==> src/design/cwac_pkg.sv <==
// Shared types and constants for the centered window average cutoff block.
// Used by cwac_ctrl, cwac_dpath and centered_window_average_cutoff.
package cwac_pkg;

  localparam int unsigned Q_W        = 17;
  localparam int unsigned IDX_W      = 16;
  localparam int unsigned TOT_W      = 17;
  localparam int unsigned HW_CFG_W   = 5;
  localparam int unsigned MAXC_W     = 16;
  localparam int unsigned CFG_IDX_W  = 2;
  localparam int unsigned CFG_DATA_W = 17;

  localparam logic [Q_W-1:0]      Q_ONE    = 17'd65536;
  localparam logic [IDX_W-1:0]    IDX_MAX  = 16'hFFFF;
  localparam logic [TOT_W-1:0]    TOT_MAX  = 17'd65536;

  localparam logic [HW_CFG_W-1:0] RST_HALF_WINDOW = 5'd4;
  localparam logic [Q_W-1:0]      RST_THRESHOLD   = 17'd32768;
  localparam logic                RST_COUNT_MODE  = 1'b0;
  localparam logic [MAXC_W-1:0]   RST_MAX_COUNT   = 16'hFFFF;

  typedef enum logic [CFG_IDX_W-1:0] {
    CFG_HALF_WINDOW = 2'd0,
    CFG_THRESHOLD   = 2'd1,
    CFG_COUNT_MODE  = 2'd2,
    CFG_MAX_COUNT   = 2'd3
  } cfg_idx_e;

  typedef struct packed {
    logic accept;
    logic start_flush;
    logic start_one;
    logic setup;
    logic scan;
    logic set_stop;
    logic emit_item;
    logic emit_report;
    logic item_last;
    logic dec_d;
    logic pend_dec;
  } cwac_cmd_t;

  typedef struct packed {
    logic last_item;
    logic need_dec;
    logic stopped;
    logic scan_end;
    logic cut;
    logic d_zero;
    logic out_free;
  } cwac_sts_t;

endpackage

==> src/design/centered_window_average_cutoff.sv <==
// Top level of the centered window average cutoff block.
// Instantiates cwac_ctrl and cwac_dpath; uses cwac_pkg.
//
// Usage: a ranked list of scored items arrives on the s_axis request channel,
// one item per request, tlast marking the list end. Each item is held until
// half_window later items have arrived (or the list ends), then its centered
// window average is tested against threshold (or the kept count against
// max_count in count mode). Kept items leave on m_axis with tuser low; after
// the list end one report (tuser high) carries the kept total. tlast on
// m_axis marks the final result caused by one input request.
// Sequence: an input is taken in IDLE, then checked in CHECK. Each decision
// scans the W-entry window (W at most 2*half_window+1) through the ring's
// single read port, one entry per cycle, via SETUP, SCAN, DRAIN, DECIDE and
// NEXT (only SETUP and NEXT once cut). A list end decides up to half_window+1
// items in turn, then the report. Input is accepted only between sequences.
// Reset clears configuration to defaults and empties list state; ring
// contents are not cleared. A stalled m_axis receiver holds the result
// register and the sequencer waits before loading the next result.
module centered_window_average_cutoff #(
  parameter int unsigned MAX_HALF_WINDOW = 16,
  parameter int unsigned ID_BITS         = 16
) (
  input  logic                                  clk_i,
  input  logic                                  rst_ni,
  input  logic                                  cfg_we_i,
  input  logic [cwac_pkg::CFG_IDX_W-1:0]        cfg_idx_i,
  input  logic [cwac_pkg::CFG_DATA_W-1:0]       cfg_data_i,
  input  logic                                  s_axis_tvalid,
  output logic                                  s_axis_tready,
  // item_id, quality
  input  logic [((ID_BITS+17+7)/8)*8-1:0]       s_axis_tdata,
  input  logic                                  s_axis_tlast,
  output logic                                  m_axis_tvalid,
  input  logic                                  m_axis_tready,
  // kept_id, kept_quality, kept_total
  output logic [((ID_BITS+34+7)/8)*8-1:0]       m_axis_tdata,
  // is_report
  output logic                                  m_axis_tuser,
  output logic                                  m_axis_tlast
);

  localparam int unsigned Q_W   = cwac_pkg::Q_W;
  localparam int unsigned TOT_W = cwac_pkg::TOT_W;
  localparam int unsigned M_W   = ((ID_BITS + 34 + 7) / 8) * 8;

  cwac_pkg::cwac_cmd_t cmd;
  cwac_pkg::cwac_sts_t sts;

  logic [ID_BITS-1:0] out_id;
  logic [Q_W-1:0]     out_quality;
  logic [TOT_W-1:0]   out_total;

  cwac_ctrl u_ctrl (
    .clk_i      (clk_i),
    .rst_ni     (rst_ni),
    .in_valid_i (s_axis_tvalid),
    .in_ready_o (s_axis_tready),
    .sts_i      (sts),
    .cmd_o      (cmd)
  );

  cwac_dpath #(
    .MAX_HALF_WINDOW (MAX_HALF_WINDOW),
    .ID_BITS         (ID_BITS)
  ) u_dpath (
    .clk_i         (clk_i),
    .rst_ni        (rst_ni),
    .cfg_we_i      (cfg_we_i),
    .cfg_idx_i     (cfg_idx_i),
    .cfg_data_i    (cfg_data_i),
    .in_id_i       (s_axis_tdata[ID_BITS-1:0]),
    .in_quality_i  (s_axis_tdata[ID_BITS+Q_W-1:ID_BITS]),
    .in_last_i     (s_axis_tlast),
    .cmd_i         (cmd),
    .sts_o         (sts),
    .out_ready_i   (m_axis_tready),
    .out_valid_o   (m_axis_tvalid),
    .out_id_o      (out_id),
    .out_quality_o (out_quality),
    .out_report_o  (m_axis_tuser),
    .out_total_o   (out_total),
    .out_last_o    (m_axis_tlast)
  );

  assign m_axis_tdata = M_W'({out_total, out_quality, out_id});

  a_load_when_free: assert property (@(posedge clk_i) disable iff (!rst_ni)
    (cmd.emit_item || cmd.emit_report) |-> (!m_axis_tvalid || m_axis_tready))
    else $error("result loaded while result register occupied");

  a_one_action: assert property (@(posedge clk_i) disable iff (!rst_ni)
    $onehot0({cmd.accept, cmd.setup, cmd.scan, cmd.emit_item, cmd.emit_report}))
    else $error("conflicting datapath commands");

  a_report_last: assert property (@(posedge clk_i) disable iff (!rst_ni)
    (m_axis_tvalid && m_axis_tuser) |-> m_axis_tlast)
    else $error("report result without tlast");

  a_intake_gap: assert property (@(posedge clk_i) disable iff (!rst_ni)
    (s_axis_tvalid && s_axis_tready) |=> !s_axis_tready)
    else $error("input taken before previous item was checked");

endmodule

==> src/design/cwac_dpath.sv <==
// Datapath: item ring memory, window sum accumulator, cut test, list counters,
// configuration registers and the result register. Depends on cwac_pkg.
module cwac_dpath #(
  parameter int unsigned MAX_HALF_WINDOW = 16,
  parameter int unsigned ID_BITS         = 16
) (
  input  logic                            clk_i,
  input  logic                            rst_ni,
  input  logic                            cfg_we_i,
  input  logic [cwac_pkg::CFG_IDX_W-1:0]  cfg_idx_i,
  input  logic [cwac_pkg::CFG_DATA_W-1:0] cfg_data_i,
  input  logic [ID_BITS-1:0]              in_id_i,
  input  logic [cwac_pkg::Q_W-1:0]        in_quality_i,
  input  logic                            in_last_i,
  input  cwac_pkg::cwac_cmd_t             cmd_i,
  output cwac_pkg::cwac_sts_t             sts_o,
  input  logic                            out_ready_i,
  output logic                            out_valid_o,
  output logic [ID_BITS-1:0]              out_id_o,
  output logic [cwac_pkg::Q_W-1:0]        out_quality_o,
  output logic                            out_report_o,
  output logic [cwac_pkg::TOT_W-1:0]      out_total_o,
  output logic                            out_last_o
);

  localparam int unsigned Q_W    = cwac_pkg::Q_W;
  localparam int unsigned IDX_W  = cwac_pkg::IDX_W;
  localparam int unsigned TOT_W  = cwac_pkg::TOT_W;
  localparam int unsigned RING_D = 2 * MAX_HALF_WINDOW + 1;
  localparam int unsigned PTR_W  = $clog2(RING_D);
  localparam int unsigned AS_W   = PTR_W + 1;
  localparam int unsigned HW_W   = $clog2(MAX_HALF_WINDOW + 1);
  localparam int unsigned PEND_W = $clog2(MAX_HALF_WINDOW + 2);
  localparam int unsigned CNT_W  = $clog2(RING_D + 1);
  localparam int unsigned SUM_W  = Q_W + CNT_W;
  localparam int unsigned ENT_W  = ID_BITS + Q_W;

  // configuration
  logic [cwac_pkg::HW_CFG_W-1:0] hw_cfg_q;
  logic [Q_W-1:0]                thr_q;
  logic                          cmode_q;
  logic [cwac_pkg::MAXC_W-1:0]   maxc_q;

  always_ff @(posedge clk_i or negedge rst_ni) begin
    if (!rst_ni) begin
      hw_cfg_q <= cwac_pkg::RST_HALF_WINDOW;
      thr_q    <= cwac_pkg::RST_THRESHOLD;
      cmode_q  <= cwac_pkg::RST_COUNT_MODE;
      maxc_q   <= cwac_pkg::RST_MAX_COUNT;
    end else if (cfg_we_i) begin
      case (cwac_pkg::cfg_idx_e'(cfg_idx_i))
        cwac_pkg::CFG_HALF_WINDOW: hw_cfg_q <= cfg_data_i[cwac_pkg::HW_CFG_W-1:0];
        cwac_pkg::CFG_THRESHOLD:   thr_q    <= cfg_data_i[Q_W-1:0];
        cwac_pkg::CFG_COUNT_MODE:  cmode_q  <= cfg_data_i[0];
        cwac_pkg::CFG_MAX_COUNT:   maxc_q   <= cfg_data_i[cwac_pkg::MAXC_W-1:0];
        default: ;
      endcase
    end
  end

  // list state
  logic [PTR_W-1:0]  wr_pos_q;
  logic [IDX_W-1:0]  item_idx_q;
  logic [PEND_W-1:0] pending_q;
  logic [HW_W-1:0]   list_hw_q;
  logic [TOT_W-1:0]  kept_q;
  logic              stop_q;
  logic              last_q;

  logic [Q_W-1:0]  q_sat;
  logic [HW_W-1:0] hw_clamp;
  logic [PTR_W-1:0] wr_pos_d;

  assign q_sat    = (in_quality_i > cwac_pkg::Q_ONE) ? cwac_pkg::Q_ONE : in_quality_i;
  assign hw_clamp = (hw_cfg_q > cwac_pkg::HW_CFG_W'(MAX_HALF_WINDOW)) ?
                    HW_W'(MAX_HALF_WINDOW) : hw_cfg_q[HW_W-1:0];
  assign wr_pos_d = (wr_pos_q == PTR_W'(RING_D - 1)) ? '0 : wr_pos_q + PTR_W'(1);

  always_ff @(posedge clk_i or negedge rst_ni) begin
    if (!rst_ni) begin
      wr_pos_q   <= '0;
      item_idx_q <= '0;
      pending_q  <= '0;
      list_hw_q  <= '0;
      kept_q     <= '0;
      stop_q     <= 1'b0;
      last_q     <= 1'b0;
    end else begin
      if (cmd_i.accept) begin
        wr_pos_q <= wr_pos_d;
        last_q   <= in_last_i;
        if (item_idx_q == '0) begin
          list_hw_q <= hw_clamp;
        end
        if (item_idx_q != cwac_pkg::IDX_MAX) begin
          item_idx_q <= item_idx_q + IDX_W'(1);
        end
        pending_q <= pending_q + PEND_W'(1);
      end
      if (cmd_i.pend_dec) begin
        pending_q <= pending_q - PEND_W'(1);
      end
      if (cmd_i.set_stop) begin
        stop_q <= 1'b1;
      end
      if (cmd_i.emit_item && kept_q != cwac_pkg::TOT_MAX) begin
        kept_q <= kept_q + TOT_W'(1);
      end
      if (cmd_i.emit_report) begin
        item_idx_q <= '0;
        pending_q  <= '0;
        list_hw_q  <= '0;
        kept_q     <= '0;
        stop_q     <= 1'b0;
      end
    end
  end

  // window scan
  logic [HW_W-1:0]  d_q;
  logic [PTR_W-1:0] span_q;
  logic [PTR_W-1:0] k_q;
  logic [SUM_W-1:0] acc_q;
  logic [ENT_W-1:0] rd_data_q;
  logic             rd_vld_q;
  logic             rd_cap_q;
  logic [ID_BITS-1:0] cap_id_q;
  logic [Q_W-1:0]     cap_q_q;

  logic [IDX_W-1:0] older;
  logic [HW_W-1:0]  lefts;
  logic [PTR_W-1:0] span_d;
  logic [AS_W-1:0]  rd_tmp;
  logic [PTR_W-1:0] rd_addr;

  assign older   = item_idx_q - IDX_W'(1) - IDX_W'(d_q);
  assign lefts   = (older < IDX_W'(list_hw_q)) ? older[HW_W-1:0] : list_hw_q;
  assign span_d  = PTR_W'(d_q) + PTR_W'(lefts);
  assign rd_tmp  = AS_W'(wr_pos_q) + AS_W'(RING_D - 1) - AS_W'(k_q);
  assign rd_addr = (rd_tmp >= AS_W'(RING_D)) ? PTR_W'(rd_tmp - AS_W'(RING_D)) : PTR_W'(rd_tmp);

  logic [ENT_W-1:0] ring_mem [RING_D];

  always_ff @(posedge clk_i) begin
    if (cmd_i.accept) begin
      ring_mem[wr_pos_q] <= {in_id_i, q_sat};
    end
    if (cmd_i.scan) begin
      rd_data_q <= ring_mem[rd_addr];
    end
  end

  always_ff @(posedge clk_i or negedge rst_ni) begin
    if (!rst_ni) begin
      rd_vld_q <= 1'b0;
    end else begin
      rd_vld_q <= cmd_i.scan;
    end
  end

  always_ff @(posedge clk_i) begin
    if (cmd_i.start_flush) begin
      d_q <= HW_W'(pending_q - PEND_W'(1));
    end else if (cmd_i.start_one) begin
      d_q <= list_hw_q;
    end else if (cmd_i.dec_d) begin
      d_q <= d_q - HW_W'(1);
    end
    if (cmd_i.setup) begin
      span_q <= span_d;
      k_q    <= '0;
    end else if (cmd_i.scan) begin
      k_q <= k_q + PTR_W'(1);
    end
    if (cmd_i.scan) begin
      rd_cap_q <= (k_q == PTR_W'(d_q));
    end
    if (cmd_i.setup) begin
      acc_q <= '0;
    end else if (rd_vld_q) begin
      acc_q <= acc_q + SUM_W'(rd_data_q[Q_W-1:0]);
    end
    if (rd_vld_q && rd_cap_q) begin
      cap_id_q <= rd_data_q[ENT_W-1:Q_W];
      cap_q_q  <= rd_data_q[Q_W-1:0];
    end
  end

  // cut test: sum < threshold * count, or kept count >= max_count in count mode
  logic [CNT_W-1:0] cnt;
  logic [SUM_W-1:0] thr_mul;
  logic             cut;

  assign cnt     = CNT_W'(span_q) + CNT_W'(1);
  assign thr_mul = SUM_W'(thr_q) * SUM_W'(cnt);
  assign cut     = cmode_q ? (kept_q >= TOT_W'(maxc_q)) : (acc_q < thr_mul);

  // result register
  logic               out_valid_q;
  logic [ID_BITS-1:0] out_id_q;
  logic [Q_W-1:0]     out_quality_q;
  logic               out_report_q;
  logic [TOT_W-1:0]   out_total_q;
  logic               out_last_q;
  logic               out_free;

  assign out_free = !out_valid_q || out_ready_i;

  always_ff @(posedge clk_i or negedge rst_ni) begin
    if (!rst_ni) begin
      out_valid_q <= 1'b0;
    end else if (cmd_i.emit_item || cmd_i.emit_report) begin
      out_valid_q <= 1'b1;
    end else if (out_ready_i) begin
      out_valid_q <= 1'b0;
    end
  end

  always_ff @(posedge clk_i) begin
    if (cmd_i.emit_item) begin
      out_id_q      <= cap_id_q;
      out_quality_q <= cap_q_q;
      out_report_q  <= 1'b0;
      out_total_q   <= '0;
      out_last_q    <= cmd_i.item_last;
    end else if (cmd_i.emit_report) begin
      out_id_q      <= '0;
      out_quality_q <= '0;
      out_report_q  <= 1'b1;
      out_total_q   <= kept_q;
      out_last_q    <= 1'b1;
    end
  end

  assign out_valid_o   = out_valid_q;
  assign out_id_o      = out_id_q;
  assign out_quality_o = out_quality_q;
  assign out_report_o  = out_report_q;
  assign out_total_o   = out_total_q;
  assign out_last_o    = out_last_q;

  assign sts_o.last_item = last_q;
  assign sts_o.need_dec  = pending_q > PEND_W'(list_hw_q);
  assign sts_o.stopped   = stop_q;
  assign sts_o.scan_end  = (k_q == span_q);
  assign sts_o.cut       = cut;
  assign sts_o.d_zero    = (d_q == '0);
  assign sts_o.out_free  = out_free;

endmodule

==> src/design/cwac_ctrl.sv <==
// Controller: sequences item intake, window scans, decisions and the report.
// Depends on cwac_pkg; drives cwac_dpath through command and status structs.
module cwac_ctrl (
  input  logic                clk_i,
  input  logic                rst_ni,
  input  logic                in_valid_i,
  output logic                in_ready_o,
  input  cwac_pkg::cwac_sts_t sts_i,
  output cwac_pkg::cwac_cmd_t cmd_o
);

  typedef enum logic [2:0] {
    ST_IDLE,
    ST_CHECK,
    ST_SETUP,
    ST_SCAN,
    ST_DRAIN,
    ST_DECIDE,
    ST_NEXT,
    ST_REPORT
  } state_e;

  state_e state_q;
  logic   flush_q;

  always_ff @(posedge clk_i or negedge rst_ni) begin
    if (!rst_ni) begin
      state_q <= ST_IDLE;
      flush_q <= 1'b0;
    end else begin
      case (state_q)
        ST_IDLE: begin
          if (in_valid_i) begin
            state_q <= ST_CHECK;
          end
        end
        ST_CHECK: begin
          if (sts_i.last_item) begin
            flush_q <= 1'b1;
            state_q <= ST_SETUP;
          end else if (sts_i.need_dec) begin
            flush_q <= 1'b0;
            state_q <= ST_SETUP;
          end else begin
            state_q <= ST_IDLE;
          end
        end
        ST_SETUP: begin
          state_q <= sts_i.stopped ? ST_NEXT : ST_SCAN;
        end
        ST_SCAN: begin
          if (sts_i.scan_end) begin
            state_q <= ST_DRAIN;
          end
        end
        ST_DRAIN: state_q <= ST_DECIDE;
        ST_DECIDE: begin
          if (sts_i.cut || sts_i.out_free) begin
            state_q <= ST_NEXT;
          end
        end
        ST_NEXT: begin
          if (!flush_q) begin
            state_q <= ST_IDLE;
          end else if (sts_i.d_zero) begin
            state_q <= ST_REPORT;
          end else begin
            state_q <= ST_SETUP;
          end
        end
        ST_REPORT: begin
          if (sts_i.out_free) begin
            flush_q <= 1'b0;
            state_q <= ST_IDLE;
          end
        end
        default: state_q <= ST_IDLE;
      endcase
    end
  end

  assign in_ready_o = (state_q == ST_IDLE);

  always_comb begin
    cmd_o = '0;
    case (state_q)
      ST_IDLE:  cmd_o.accept = in_valid_i;
      ST_CHECK: begin
        cmd_o.start_flush = sts_i.last_item;
        cmd_o.start_one   = !sts_i.last_item && sts_i.need_dec;
      end
      ST_SETUP: cmd_o.setup = 1'b1;
      ST_SCAN:  cmd_o.scan  = 1'b1;
      ST_DECIDE: begin
        cmd_o.set_stop  = sts_i.cut;
        cmd_o.emit_item = !sts_i.cut && sts_i.out_free;
        cmd_o.item_last = !flush_q;
      end
      ST_NEXT: begin
        cmd_o.dec_d    = flush_q && !sts_i.d_zero;
        cmd_o.pend_dec = !flush_q;
      end
      ST_REPORT: cmd_o.emit_report = sts_i.out_free;
      default: ;
    endcase
  end

endmodule

==> config.mk <==
export PLATFORM = sky130hd
export DESIGN_NAME = centered_window_average_cutoff
export DESIGN_NICKNAME = d
export VERILOG_FILES = /design/src/design/cwac_pkg.sv /design/src/design/centered_window_average_cutoff.sv /design/src/design/cwac_dpath.sv /design/src/design/cwac_ctrl.sv
export SDC_FILE = /design/constraint.sdc
export NUM_CORES = 2
export LEC_CHECK = 0
export BUFFER_PORTS_ARGS = -buffer_cell sky130_fd_sc_hd__buf_2
export CAP_MARGIN = 20
export CORE_ASPECT_RATIO = 1.5
export CORE_MARGIN = 2
export CORE_UTILIZATION = 35
export DETAILED_ROUTE_END_ITERATION = 12
export PLACE_DENSITY_LB_ADDON = 0.3
export SYNTH_ARGS = -nofsm -noshare
export SYNTH_HDL_FRONTEND = slang
export SYNTH_SLANG_ARGS = --single-unit
export TNS_END_PERCENT = 5
==> constraint.sdc <==
create_clock -name clk_i -period 8.85 [get_ports clk_i]
set_clock_uncertainty 0.1 [all_clocks]
set_input_delay 1.3275 -clock clk_i [delete_from_list [all_inputs] [get_ports clk_i]]
set_output_delay 1.3275 -clock clk_i [all_outputs]
set_load 0.05 [all_outputs]
Word-level counts from Yosys, hierarchy flattened
Memories as Yosys holds them, arrays and structs flattened. A register that Yosys moved wholly into a read port is not among the register bits.
Index checks and enable logic that the tools add are counted.
{ "totals": {"wordCells": 160, "out_inout_bits": 60, "input_bits": 65, "register_bits": 222, "memories": 1, "ramBits": 1089} }
{ "classes": {"mux": 54, "magnitude_cmp": 7, "n_eq_ne": 20, "reduce_logical": 35, "n_mul": 1, "n_addsub": 15} }
{ "memory_table": {"columns": ["memory", "words", "width", "read_ports", "rd_clocked_by_memory_dff", "wr", "line", "text"], "rows": [
  ["u_dpath.ring_mem", 33, 33, 1, 1, 1, "cwac_dpath.sv:142", "logic [ENT_W-1:0] ring_mem [RING_D];"]
]} }
{ "op_table": {"columns": ["cell", "count"], "rows": [
  ["17-bit 2-to-1 mux", 5],
  ["16-bit 2-to-1 mux", 5],
  ["5-bit 2-to-1 mux", 11],
  ["3-bit 2-to-1 mux", 8],
  ["3-bit case mux with 8 select lines", 1],
  ["23-bit by 17-bit adder with 23-bit output", 1],
  ["23-bit less-than comparator", 1],
  ["17-bit by 6-bit multiplier with 23-bit output", 1],
  ["6-bit by 1-bit adder with 6-bit output, second input constant", 3],
  ["17-bit by 1-bit adder with 17-bit output, second input constant", 1],
  ["17-bit by 16-bit >= comparator with 1-bit output", 1],
  ["17-bit greater-than comparator, second input constant", 1],
  ["1-bit 2-to-1 mux", 17],
  ["17-bit != test, second input constant", 1],
  ["16-bit by 1-bit adder with 16-bit output, second input constant", 1],
  ["16-bit logical NOT", 1],
  ["16-bit by 5-bit less-than comparator with 1-bit output", 1],
  ["16-bit != test, second input constant", 1],
  ["2-bit nonzero test", 8],
  ["16-bit by 1-bit subtractor with 16-bit output, second input constant", 1],
  ["16-bit by 5-bit subtractor with 16-bit output", 1],
  ["3-bit equality test, second input constant", 4],
  ["6-bit 2-to-1 mux", 2],
  ["2-bit AND reduction", 6],
  ["other kinds (30)", 49]
]} }

Longest topological paths before layout
{ "depth": {"depth_word": 10, "mapped_depth": 31, "depth_no_buf": 29} }

Hierarchy
Synthesis repeated with hierarchy kept, for this count alone.
{ "unflattened": {"hier_cells": 4120, "hier_area_um2": 57393.8} }
{ "modules_own_cells": {"columns": ["mod", "cells_each", "n_inst", "area_per_inst_um2"], "rows": [
  ["cwac_dpath", 4064, 1, 56992.2],
  ["cwac_ctrl", 49, 1, 352.8],
  ["centered_window_average_cutoff", 7, 1, 48.8]
]} }

Worst setup path after synthesis
Ideal clock, no wire load.
{ "synth_path": {"path_type": "reg-to-reg", "startpoint": "reg u_dpath.span_q[0]", "endpoint": "reg u_dpath.out_id_q[0] (netlist: u_dpath.out_id_o[0]), enable pin", "path_stages_with_launch": 29, "slack_ns": 0.561, "setup_ns": 0.425, "arrival_time_ns": 7.763, "required_ns": 8.325, "n_path_buf": 3, "synth_period_minus_slack_ns": 8.289, "cell_sequence": "edfxtp_1 -> clkbuf_1 -> nand3_1 -> xor2_1 -> clkbuf_1 -> nand2b_1 -> fa_1 -> fa_1 -> fa_1 -> inv_1 -> ha_1 -> nor2b_1 -> o21ai_0 -> a21oi_1 -> o21ai_0 -> a21oi_1 -> a311oi_1 -> nor3_1 -> or3_1 -> a21oi_1 -> xor2_1 -> ha_1 -> nand4_1 -> nor2_1 -> o211ai_1 -> a22o_1 -> and2_1 -> clkbuf_1 -> nor2_1"} }
{ "synth_between": {"elab_chain_len": 8} }
{ "synth_rtl": {"columns": ["item", "line", "text"], "rows": [
  ["start, declared", "cwac_dpath.sv:121", "logic [PTR_W-1:0] span_q;"],
  ["start signal, assigned", "cwac_dpath.sv:170", "span_q <= span_d;"],
  ["6-bit by 1-bit adder with 6-bit output", "cwac_dpath.sv:194", "assign cnt = CNT_W'(span_q) + CNT_W'(1);"],
  ["17-bit by 6-bit multiplier with 23-bit output", "cwac_dpath.sv:195", "assign thr_mul = SUM_W'(thr_q) * SUM_W'(cnt);"],
  ["23-bit less-than comparator", "cwac_dpath.sv:196", "assign cut = cmode_q ? (kept_q >= TOT_W'(maxc_q)) : (acc_q < thr_mul);"],
  ["1-bit 2-to-1 mux", "cwac_dpath.sv:196", null],
  ["1-bit logical NOT", "cwac_ctrl.sv:96", "cmd_o.emit_item = !sts_i.cut && sts_i.out_free;"],
  ["1-bit logical AND", "cwac_ctrl.sv:96", null],
  ["2-bit 2-to-1 mux", "cwac_ctrl.sv:86", "case (state_q)"],
  ["2-bit nonzero test (no source line)", null, null],
  ["end signal, assigned", "cwac_dpath.sv:221", "out_id_q <= cap_id_q;"],
  ["end, declared", "cwac_dpath.sv:200", "logic [ID_BITS-1:0] out_id_q;"]
]} }
Every way passes these cells.
A chain may end at the register's enable or synchronous reset.

Final worst setup path
{ "layout_path": {"startpoint": "reg u_dpath.span_q[0]", "endpoint": "reg u_dpath.out_id_q[6] (netlist: u_dpath.out_id_o[6]), enable pin"} }
The elaborated chain is that of the path after synthesis.

==> impl_metrics.ini <==
[critical_path]
startpoint = u_dpath.span_q[0]$_DFFE_PN_
worstPathRequired_ns = 9.22
path_class = flip-flop to flip-flop
end_kind = flip-flop
cp-start-kind = flip-flop
endpoint = u_dpath.out_id_o[6]$_SDFFCE_PN0P_
cpPeakStageDelay_ns = 0.63
reg2reg_slack_ns = 0.72
critical-path-slowest-cell = a2111oi_1
r2r_cells = 28
rr_endpoint = u_dpath.out_id_o[6]$_SDFFCE_PN0P_
worstPathArrival_ns = 8.49
regToRegStartpoint = u_dpath.span_q[0]$_DFFE_PN_
crit_fanout = 19

[routing]
first_pass_iters = 8
drc = 0
drtIter0Drc = 3381
totalWireLength_um = 153000
route.detailed.wl_per_inst_um = 24.8
vias = 34300
ant_nets = 0
avgViaCountPerCell = 5.56

[layout]
ff_latch_area_um2 = 39400
drive_above_1_share_pct = 13.4
area_growth_pct = 14.6
final_nets = 4239
nFillCells = 14600
fin_util_pct = 40.3
multi_input_area_um2 = 15100

[clocking]
clkSlewWorstSetupHoldPaths_ns = 0.06
cts_tree = built
hold_buffers = 0
cts_buffers = 139
htreeDepth = 4
cts_sinks = 1344
cts_root_buf = clkbuf_16
cts_resized = 0
clk_latency_ns = 0.77
post_cts_buffers = 0
cts_buffer_depth = 3

[logic_synthesis]
yosysTopAreaCellShare_pct = 64.9
synth_seq_cells = 1344
syn_avg_cell_area_um2 = 14.5
synthTopCellsByArea = edfxtp_1 (65%), o22ai_1 (6.0%), dfrtp_1 (3.5%)
yosysSeqAreaShare_pct = 70.9
synthArstFlopShare_pct = 7.14
syn-cell-area_um2 = 55600
yosysWarnings = 0
synth_top_area_cell = edfxtp_1
synth_cell_types = 81
synth-edff-count = 1201
synth_ff_type = edfxtp_1
synthCells = 3836

[die]
dieArea_um2 = 162000
ios = 125
core_area_um2 = 158000
die_w_um = 329
start_util_pct = 35.2
die_y_um = 492
row_count = 179

[grt]
grt_antenna_before_repair = 6
grt_max_degree = 134
grt_pass1_wl_um = 225000
grt.total_usage_pct = 18.7
grt_overflow = 0
grt_pass1_vias = 34300

[placed_design]
dp_hpwl_um = 82000
io_buffers = 111
place_ws_ns = 0.447
gp_congestion = 0.820

[min_path]
min_path_type = flip-flop to flip-flop

[timing]
finalCritPeriodShare_pct = 91.8
max_slew.worst_pin.slew_ns = 1.12
min_period_ns = 8.13
fin_setup_tns_ns = 0
grt_setup_unrepaired = false
fin_ws_ns = 0.725
fmax_mhz = 123
relSlewSlack_pct = 25.4
setup_violations = 0
drv_slew = 0
hold_viol_final = 0

[flow_run]
max_cap_violations = 0

[status]
status = finished clean
## per-layer routing
| metal | routed length, um | vias up | track usage, % |
|---|---|---|---|
| li1 | - | 15200 | - |
| met2 | 78500 | 1201 | 32.6 |
| met4 | 4360 | 4 | 5.97 |
| met5 | 28 | - | 0 |
| met1 | 61200 | 17600 | 23.7 |
| met3 | 9110 | 264 | 2.76 |
## flip-flops by register name (all words and copies together) (netlist names), 17 cells and up
register               count
u_dpath.kept_q            17
u_dpath.acc_q             23
u_dpath.out_quality_o     17
u_dpath.rd_data_q         33
u_dpath.thr_q             17
u_dpath.ring_mem        1089
u_dpath.cap_q_q           17
u_dpath.out_total_o       17
## cell usage after synthesis (33+ instances only)
cell type,count
nand2b_1,33
ha_1,129
xor2_1,35
and2_1,62
nand2_1,165
clkbuf_1,112
nor3_1,287
fa_1,65
a21oi_1,79
xnor2_1,41
buf_2,59
nand3_1,76
dfxtp_1,47
inv_1,149
edfxtp_1,1201
o21ai_0,50
o41ai_1,69
o22ai_1,533
dfrtp_1,78
nor2b_1,88
mux2_2,45
nor2_1,130
## worst max-delay path: cells and delay by family, from the launching register on
family / cells / cell delay [ns]
compound gates: 10 / 2.69
xor+xnor: 2 / 0.28
fa+ha+maj: 6 / 2.31
buf+inv: 4 / 0.65
flops: 1 / 0.45
simple gates: 6 / 1.26
## through the flow
step,hold slack (ns),area (um2),std cells
after floorplan,0.300,55600,3841
after global placement,0.317,58900,5902
after detailed placement,0.308,58900,5904
after CTS,0.330,63400,6155
after global routing,0.331,63700,6172
final,0.326,63700,6172
## final cells by class
class	count	area share, %
Sequential cell	1344	61.9
Multi-Input combinational cell	2139	23.7
Clock buffer	174	5.80
Tap cell	2081	4.09
Timing Repair Buffer	204	2.32
Clock inverter	77	1.31
Inverter	152	0.896
Antenna cell	1	0.00393
## worst min path at each step
| stage | slack (ns) | endpoint | cells after the start | from |
|---|---|---|---|---|
| 2_1_floorplan | 0.30 | u_dpath.cap_id_q[0]$_DFFE_PP_ | 0 | u_dpath.rd_data_q[17]$_DFFE_PP_ |
| 3_3_place_gp | 0.32 | u_dpath.cap_id_q[12]$_DFFE_PP_ | 0 | u_dpath.rd_data_q[29]$_DFFE_PP_ |
| 3_5_place_dp | 0.31 | u_dpath.cap_id_q[14]$_DFFE_PP_ | 0 | u_dpath.rd_data_q[31]$_DFFE_PP_ |
| 4_1_cts | 0.33 | u_dpath.cap_id_q[6]$_DFFE_PP_ | 0 | u_dpath.rd_data_q[23]$_DFFE_PP_ |
| 5_1_grt | 0.33 | u_dpath.cap_id_q[11]$_DFFE_PP_ | 0 | u_dpath.rd_data_q[28]$_DFFE_PP_ |
| 6_report | 0.33 | u_dpath.cap_id_q[11]$_DFFE_PP_ | 0 | u_dpath.rd_data_q[28]$_DFFE_PP_ |
## logic make-up (layout without fill, tap and decap cells)
family	Yosys count	after routing	synth area share [%]
flip-flops	1344	1344	70.9
buffers and inverters	358	607	2.63
other	1	7	0.00675
AO/OA/AOI/OAI	876	876	10.4
adder cells (fa/ha/maj)	194	194	5.25
AND/OR/NAND/NOR	930	930	8.42
multiplexers	56	56	1.15
XOR/XNOR	77	77	1.23
## layout by cell type (no fill, tap or decap), drive strengths merged, types with 8 or more instances in the layout
cell type	n
xnor2	41
dfrtp	78
nor2b	88
a211oi	10
a21o	25
and2	62
ha	129
a21oi	80
nor2	132
clkbuf	177
o21ai	52
nand2	165
bufinv	13
edfxtp	1201
or3	16
mux2i	11
a31oi	11
nor4	11
clkinv	56
nor3	287
o21a	15
nand3	76
fa	65
a31o	10
nand4	16
buf	201
o41ai	69
a211o	8
dfxtp	47
o221ai	9
dfstp	18
mux2	45
and3	15
nand2b	33
o22ai	533
xor2	36
inv	157
o211ai	11
Power is left out: the tool's default activity adds up to more than one toggle a clock period on the data nets, which glitch-free logic cannot reach.
